--- src/rtl/nsmi_pkg.sv ---
// shared types and constants for the neumann series inverse core
package nsmi_pkg;

  localparam int Q_W      = 32;
  localparam int TERM_W   = 7;
  localparam int DVD_W    = 64;
  localparam int DSR_W    = 35;
  localparam logic [TERM_W-1:0] TERM_RST = 7'd10;

  typedef enum logic [2:0] {
    OP_RA,
    OP_RES,
    OP_PR,
    OP_ACC,
    OP_SB
  } op_t;

  typedef struct packed {
    op_t  op;
    logic load_we;
    logic div_start;
    logic div_phase;
    logic sc_we;
    logic mm_vld;
    logic mm_first;
    logic mm_last;
    logic pp_vld;
    logic diag;
    logic out_ld;
    logic out_last;
  } ctl_t;

  typedef struct packed {
    logic zero;
    logic div_done;
  } sts_t;

endpackage

--- src/rtl/nsmi_ctrl.sv ---
// controller: load, scale, product and series sequencing, result handshake
module nsmi_ctrl #(
  parameter int DIM = 8
) (
  input  logic                         clk,
  input  logic                         rst_n,
  input  logic                         in_valid,
  output logic                         in_ready,
  output logic                         out_valid,
  input  logic                         out_ready,
  input  logic                         cfg_we,
  input  logic [nsmi_pkg::TERM_W-1:0]  cfg_data,
  input  nsmi_pkg::sts_t               sts,
  output nsmi_pkg::ctl_t               ctl,
  output logic [$clog2(DIM*DIM)-1:0]   addr_a,
  output logic [$clog2(DIM*DIM)-1:0]   addr_b,
  output logic [$clog2(DIM*DIM)-1:0]   addr_w,
  output logic [$clog2(DIM)-1:0]       row,
  output logic [$clog2(DIM)-1:0]       col
);
  import nsmi_pkg::*;

  localparam int IW = $clog2(DIM);
  localparam int AW = $clog2(DIM * DIM);
  localparam logic [IW-1:0] IMAX = IW'(DIM - 1);

  typedef enum logic [3:0] {
    S_LOAD,
    S_CHK,
    S_SC_RD,
    S_SC_D1,
    S_SC_W1,
    S_SC_D2,
    S_SC_W2,
    S_MM,
    S_MM_DR,
    S_PP,
    S_PP_DR,
    S_OUT_RD,
    S_OUT_LD,
    S_OUT_WT
  } state_t;

  state_t            state_r;
  logic [IW-1:0]     i_r, j_r, k_r;
  logic [1:0]        drn_r;
  logic [TERM_W-1:0] iter_r, term_r, done_cnt;
  op_t               op_r;
  logic              out_valid_r;
  logic              last_ij;
  logic [AW-1:0]     addr_ij, addr_ji, addr_ik, addr_kj;

  assign last_ij = (i_r == IMAX) && (j_r == IMAX);
  assign addr_ij = AW'(i_r * DIM + j_r);
  assign addr_ji = AW'(j_r * DIM + i_r);
  assign addr_ik = AW'(i_r * DIM + k_r);
  assign addr_kj = AW'(k_r * DIM + j_r);
  assign done_cnt = (op_r == OP_RES) ? '0 : iter_r + 1'b1;

  assign row       = i_r;
  assign col       = j_r;
  assign out_valid = out_valid_r;
  assign in_ready  = (state_r == S_LOAD);

  always_comb begin
    ctl    = '0;
    ctl.op = op_r;
    addr_a = addr_ij;
    addr_b = addr_kj;
    addr_w = addr_ij;
    case (state_r)
      S_LOAD:  ctl.load_we = in_valid;
      S_SC_RD: addr_b = addr_ji;
      S_SC_D1: ctl.div_start = 1'b1;
      S_SC_D2: begin
        ctl.div_start = 1'b1;
        ctl.div_phase = 1'b1;
      end
      S_SC_W2: begin
        ctl.div_phase = 1'b1;
        ctl.sc_we     = sts.div_done;
      end
      S_MM: begin
        ctl.mm_vld   = 1'b1;
        ctl.mm_first = (k_r == '0);
        ctl.mm_last  = (k_r == IMAX);
        addr_a       = addr_ik;
      end
      S_PP: begin
        ctl.pp_vld = 1'b1;
        ctl.diag   = (i_r == j_r);
      end
      S_OUT_LD: begin
        ctl.out_ld   = 1'b1;
        ctl.out_last = last_ij;
      end
      default: ;
    endcase
  end

  always_ff @(posedge clk) begin
    if (!rst_n) begin
      state_r     <= S_LOAD;
      i_r         <= '0;
      j_r         <= '0;
      k_r         <= '0;
      drn_r       <= '0;
      iter_r      <= '0;
      term_r      <= TERM_RST;
      op_r        <= OP_RA;
      out_valid_r <= 1'b0;
    end else begin
      if (cfg_we) term_r <= cfg_data;
      case (state_r)
        S_LOAD: begin
          if (in_valid) begin
            if (j_r == IMAX) begin
              j_r <= '0;
              i_r <= last_ij ? '0 : i_r + 1'b1;
            end else begin
              j_r <= j_r + 1'b1;
            end
            if (last_ij) state_r <= S_CHK;
          end
        end
        S_CHK:   state_r <= sts.zero ? S_OUT_RD : S_SC_RD;
        S_SC_RD: state_r <= S_SC_D1;
        S_SC_D1: state_r <= S_SC_W1;
        S_SC_W1: if (sts.div_done) state_r <= S_SC_D2;
        S_SC_D2: state_r <= S_SC_W2;
        S_SC_W2: begin
          if (sts.div_done) begin
            if (j_r == IMAX) begin
              j_r <= '0;
              i_r <= last_ij ? '0 : i_r + 1'b1;
            end else begin
              j_r <= j_r + 1'b1;
            end
            if (last_ij) begin
              op_r    <= OP_RA;
              k_r     <= '0;
              state_r <= S_MM;
            end else begin
              state_r <= S_SC_RD;
            end
          end
        end
        S_MM: begin
          if (k_r == IMAX) begin
            k_r <= '0;
            if (j_r == IMAX) begin
              j_r <= '0;
              i_r <= last_ij ? '0 : i_r + 1'b1;
            end else begin
              j_r <= j_r + 1'b1;
            end
            if (last_ij) begin
              drn_r   <= '0;
              state_r <= S_MM_DR;
            end
          end else begin
            k_r <= k_r + 1'b1;
          end
        end
        S_MM_DR: begin
          drn_r <= drn_r + 1'b1;
          if (drn_r == 2'd2) begin
            case (op_r)
              OP_RA: begin
                op_r    <= OP_RES;
                state_r <= S_PP;
              end
              OP_PR: begin
                op_r    <= OP_ACC;
                state_r <= S_PP;
              end
              default: state_r <= S_OUT_RD;
            endcase
          end
        end
        S_PP: begin
          if (j_r == IMAX) begin
            j_r <= '0;
            i_r <= last_ij ? '0 : i_r + 1'b1;
          end else begin
            j_r <= j_r + 1'b1;
          end
          if (last_ij) state_r <= S_PP_DR;
        end
        S_PP_DR: begin
          iter_r  <= done_cnt;
          op_r    <= ({1'b0, done_cnt} + 1'b1 < {1'b0, term_r}) ? OP_PR : OP_SB;
          k_r     <= '0;
          state_r <= S_MM;
        end
        S_OUT_RD: state_r <= S_OUT_LD;
        S_OUT_LD: begin
          out_valid_r <= 1'b1;
          state_r     <= S_OUT_WT;
        end
        S_OUT_WT: begin
          if (out_ready) begin
            out_valid_r <= 1'b0;
            if (j_r == IMAX) begin
              j_r <= '0;
              i_r <= last_ij ? '0 : i_r + 1'b1;
            end else begin
              j_r <= j_r + 1'b1;
            end
            state_r <= last_ij ? S_LOAD : S_OUT_RD;
          end
        end
        default: state_r <= S_LOAD;
      endcase
    end
  end

endmodule

--- config.mk ---
export PLATFORM = sky130hd
export DESIGN_NAME = nsmi_ctrl
export DESIGN_NICKNAME = d
export VERILOG_FILES = /design/src/rtl/nsmi_pkg.sv /design/src/rtl/nsmi_ctrl.sv
export SDC_FILE = /design/constraint.sdc
export NUM_CORES = 1
export LEC_CHECK = 0
export ABC_AREA = 1
export BUFFER_PORTS_ARGS = -buffer_cell sky130_fd_sc_hd__buf_2
export CAP_MARGIN = 40
export CORE_MARGIN = 4
export CORE_UTILIZATION = 25
export CTS_CLUSTER_SIZE = 30
export DETAILED_ROUTE_END_ITERATION = 6
export PLACE_DENSITY = 0.4
export SLEW_MARGIN = 15
export SYNTH_ARGS = -nofsm -noshare
export SYNTH_HDL_FRONTEND = slang
export SYNTH_SLANG_ARGS = --single-unit
export TNS_END_PERCENT = 100
--- constraint.sdc ---
create_clock -name clk -period 4.8 [get_ports clk]
set_input_delay 1.2 -clock clk [delete_from_list [all_inputs] [get_ports clk]]
set_output_delay 1.2 -clock clk [all_outputs]
set_load 0.005 [all_outputs]
# ---- After elaboration in Yosys (flattened, before gate mapping)
# Index checks and enable logic that the tools add are counted.
dict set report classes {
  n_reduce_logical 18
  n_addsub 10
  order_cmp 1
  eq_ne 31
  muxes 50
}
# cell n
set ops {}
lappend ops {{4-bit one-hot mux with 14 select lines} 1}
lappend ops {{3-bit 2-to-1 mux} 18}
lappend ops {{4-bit 2-to-1 mux} 11}
lappend ops {{3-bit one-hot mux with 5 select lines} 2}
lappend ops {{6-bit by 3-bit adder with 6-bit output} 4}
lappend ops {{4-bit equality test (second input constant)} 6}
lappend ops {{2-bit != test (second input constant)} 9}
lappend ops {{3-bit one-hot mux with 3 select lines} 2}
lappend ops {{4-bit by 3-bit equality test with 1-bit output (second input constant)} 4}
lappend ops {{6-bit 2-to-1 mux} 2}
lappend ops {{2-bit 2-to-1 mux} 5}
lappend ops {{5-bit AND reduction} 2}
lappend ops {{3-bit by 1-bit adder with 3-bit output (second input constant)} 3}
lappend ops {{3-bit equality test (second input constant)} 3}
lappend ops {{9-bit AND reduction} 1}
lappend ops {{7-bit by 1-bit adder with 8-bit output (second input constant)} 1}
lappend ops {{4-bit by 2-bit equality test with 1-bit output (second input constant)} 2}
lappend ops {{8-bit by 7-bit less-than comparator with 1-bit output} 1}
lappend ops {{7-bit by 1-bit adder with 7-bit output (second input constant)} 1}
lappend ops {{7-bit 2-to-1 mux} 1}
lappend ops {{3-bit logical NOT} 2}
lappend ops {{3-bit one-hot mux with 2 select lines} 1}
lappend ops {{3-bit AND reduction} 2}
lappend ops {{3-bit nonzero test} 2}
lappend ops {{other kinds (17)} 24}
dict set report totals {
  elab_cells 119
  ff_bits 33
}

# ---- Longest topological paths before layout
dict set report depth {
  word_depth 6
  ltp_mapped 16
}

# ---- Worst setup path after synthesis
# Ideal clock, no wire load.
dict set report synth_timing {
  path_type {input to output}
  start {input sts[0] (netlist bit)}
  end {output ctl[7] (netlist bit)}
  t_arrival_ns 1.342
  n_path_buf 0
  stages 2
  required_time_ns 3.600
  slack_ns 2.258
  path_cell_list {inv_1 -> nor2_1}
}
# item line_no
set synth_lines {}
lappend synth_lines {{from (decl)} nsmi_ctrl.sv:13} ;# input nsmi_pkg::sts_t sts,
lappend synth_lines {{to (decl)} nsmi_ctrl.sv:14} ;# output nsmi_pkg::ctl_t ctl,

# ---- Worst setup path in the final report
dict set report layout_timing {
  start {register state_r[1]}
  end {output addr_b[1]}
}
dict set report layout_between {
  elab_chain_len 2
}
# item line_no
set layout_lines {}
lappend layout_lines {{from (decl)} nsmi_ctrl.sv:44} ;# state_t state_r;
lappend layout_lines {{from (signal assigned)} nsmi_ctrl.sv:126} ;# S_CHK: state_r <= sts.zero ? S_OUT_RD : S_SC_RD;
lappend layout_lines {{from (signal assigned)} nsmi_ctrl.sv:210} ;# state_r <= last_ij ? S_LOAD : S_OUT_RD;
lappend layout_lines {{4-bit by 2-bit equality test with 1-bit output} nsmi_ctrl.sv:71} ;# case (state_r)
lappend layout_lines {{6-bit 2-to-1 mux} nsmi_ctrl.sv:71}
lappend layout_lines {{to (decl)} nsmi_ctrl.sv:16} ;# output logic [$clog2(DIM*DIM)-1:0] addr_b,
# Every way passes these cells.

==> metrics.cfg <==
[yosys]
synth_top_family_by_area=simple AND/OR/NAND/NOR gates
synth_nets=362
yosysWarningCount=0
yosysSeqAreaShare_pct=29.3
synth_area_um2=2260
muxShareOfSynthArea_pct=0.499
synth-simple-area-share_pct=27.7
synth-xor-area-share_pct=3.10
synth_compound_area_share_pct=17.1
ys_seq_elements=33
post_synth.cell_area_avg_um2=6.80
synth_fa_ha_area_share_pct=8.87
syn_inst=332
synthFlopType=dfxtp_1
synth-edff-count=0
postSynth.asyncResetShare_pct=0
synth_cell_types=36

[power]
net-switching-power_mw=0.424
total_power_mw=1.07
p_seq_share_pct=33.3
swShare_pct=39.7
p_int_mw=0.645
p_leak_nw=1.39
pwr-share-clk_pct=26.0
power.density_nw_per_um2=401
peakVddDrop_mv=0.110
combPwrFrac_pct=40.8

[cells_and_area]
fin_util_pct=30.4
nFillCells=986
diodes=0
synthToLayoutAreaGrowth_pct=18.0
final_common_cell=buf_2
regArea_um2=661
multiInputGateArea_um2=1290
post_route_cells_drive_above_1_share_pct=22.6
final_cell_mix=buf_2 (53), nand2_1 (48), inv_1 (47), nor2_1 (36), a21oi_1 (36)
finish.net_count=405
layout.cells.non_filler=484

[grt]
antenna_found_initial=0
grt_use_total_pct=11.7
grt_overflow=0
grt_pass1_vias=2026
grt_max_degree=22
grt_pass1_wl_um=9850

[timing]
maxSlewHeadroom_pct=55.3
period_share_pct=60.6
hold_ws_ns=0.465
rsz0062_at_grt=false
finalWorstPathRequiredPeriod_ns=2.91
max_freq_mhz=344
setup_violations=0
fin_skew_ns=0.00506
hold_viol=0
drv_slew=0
tightest_slew_ns=0.670
finalSetupTns_ns=0

[cts]
post_cts_buffers=0
cts.htree.levels=2
cts_root_buf=clkbuf_8
cts_tree=built
holdBufCountCts=0
cts_resized=0
cts_buffers=5
clk_path_buf_depth=2
clock_latency_ns=0.29
clock-sinks=33
path_clk_slew_ns=0.07

[min_path]
hold_path_depth=2
min_to=term_r[4]
min_from=term_r[4]
hp-class=reg2reg

[setup_path]
worstPathRequired_ns=3.60
path_cells=inv_2, nor2_2, nand2_1, mux2_2, buf_2
r2r_cells=13
r2r-end=op_r[1]
startpoint_type=flip-flop
rr_startpoint=op_r[2]
cp_data_arrival_time_ns=1.71
cp_slowest_stage_delay_ns=0.43
worst-setup-path-type=reg2out
end_kind=output port
reg2reg_setup_slack_ns=2.26
cp_slowest_cell=dfxtp_1
path_max_fanout=11

[routing]
wl_per_cell_um=12.3
ant_nets=0
drc_errors=0
first_pass_iters=4
vias=2150
drt_wl_total_um=5930
drt_iter0_drc=73
vias_per_cell=4.44

[die]
start_util_pct=25.8
core-area_um2=8760
die_w_um=103
ios=54
die_area_um2=10600
die_y_um=103
rows=34

[placement]
port_buffers=53
hpwl_um=4660
numPlacedInstances=476
gp_congestion=0.845

[run]
drv_cap=0

[run_status]
status=complete, no violations

## synthesized netlist by cell type (2+ instances only)
| cell type | count | area share, % |
|---|---|---|
| nand2_1 | 48 | 8.0 |
| inv_1 | 47 | 7.8 |
| a21oi_1 | 36 | 8.0 |
| nor2_1 | 36 | 6.0 |
| dfxtp_1 | 33 | 29 |
| o21ai_0 | 29 | 6.4 |
| nand3_1 | 17 | 3.8 |
| ha_1 | 16 | 8.9 |
| buf_4 | 12 | 4.0 |
| nor2_2 | 7 | 1.9 |
| xor2_1 | 6 | 2.3 |
| inv_2 | 5 | 0.83 |
| nand2_2 | 4 | 1.1 |
| nand4_1 | 4 | 1.1 |
| clkbuf_1 | 3 | 0.50 |
| nor3_1 | 3 | 0.66 |
| o21ai_1 | 3 | 0.66 |
| nand2_4 | 2 | 1.0 |
| nand3b_1 | 2 | 0.66 |
| nor2_4 | 2 | 1.0 |
| xnor2_1 | 2 | 0.78 |
## worst max-delay path: cells and delay by family (launching register included)
| kind | cells | cell delay (ns) |
|---|---|---|
| buffers and inverters | 2 | 0.20 |
| and+or+nand+nor | 2 | 0.44 |
| DFF | 1 | 0.43 |
| muxes | 1 | 0.35 |
## through the flow
step                setup WS (ns)  cell area (um^2)
floorplan                    2.26              2260
global placement             2.04              2550
detailed placement           2.02              2550
CTS                          1.87              2660
global route                 1.77              2660
finish                       1.89              2660
## power groups by stage
stage	clock, mW	combinational (mW)	sequential (mW)
3_5_place_dp	0	0.440	0.362
4_1_cts	0.291	0.442	0.356
5_1_grt	0.304	0.506	0.361
2_1_floorplan	0	0.322	0.352
3_3_place_gp	0	0.449	0.362
6_report	0.278	0.436	0.356
## area by class of cell
type	instances	share of cell area, %
multi-input combinational	230	48.5
sequential	33	24.8
timing repair buffer	53	9.96
inverter	52	7.33
tap	108	5.07
clock buffer	7	3.24
clock inverter	1	1.13
## metal layers
layer | track usage (%) | vias to the layer above | share of wire (%)
li1 | - | 1154 | -
met1 | 14.8 | 945 | 46
met2 | 19.4 | 44 | 47
met3 | 2.77 | 7 | 5.8
met4 | 4.08 | 0 | 1.3
met5 | 0 | - | 0
## how the worst max path moves through the flow
| stage | from | end | cells past startpoint |
|---|---|---|---|
| global placement | sts[0] | ctl[7] | 4 |
| finish | state_r[1] | addr_b[1] | 5 |
| floorplan | sts[0] | ctl[7] | 2 |
| CTS | state_r[1] | addr_b[1] | 5 |
| global route | state_r[1] | addr_b[1] | 5 |
| detailed placement | sts[0] | ctl[7] | 4 |
## registers in the layout, summed over array words and instances (netlist names)
name,flops
term_r,7
op_r,3
out_valid,1
iter_r,7
drn_r,2
row,3
k_r,3
state_r,4
col,3
## logic make-up after synthesis
family	count (synthesis)
AO/OA/AOI/OAI	74
flip-flops	33
multiplexers	1
AND/OR/NAND/NOR	131
buffers and inverters	69
XOR/XNOR	8
adder cells (fa/ha/maj)	16
(Power assumes the default switching activity.)
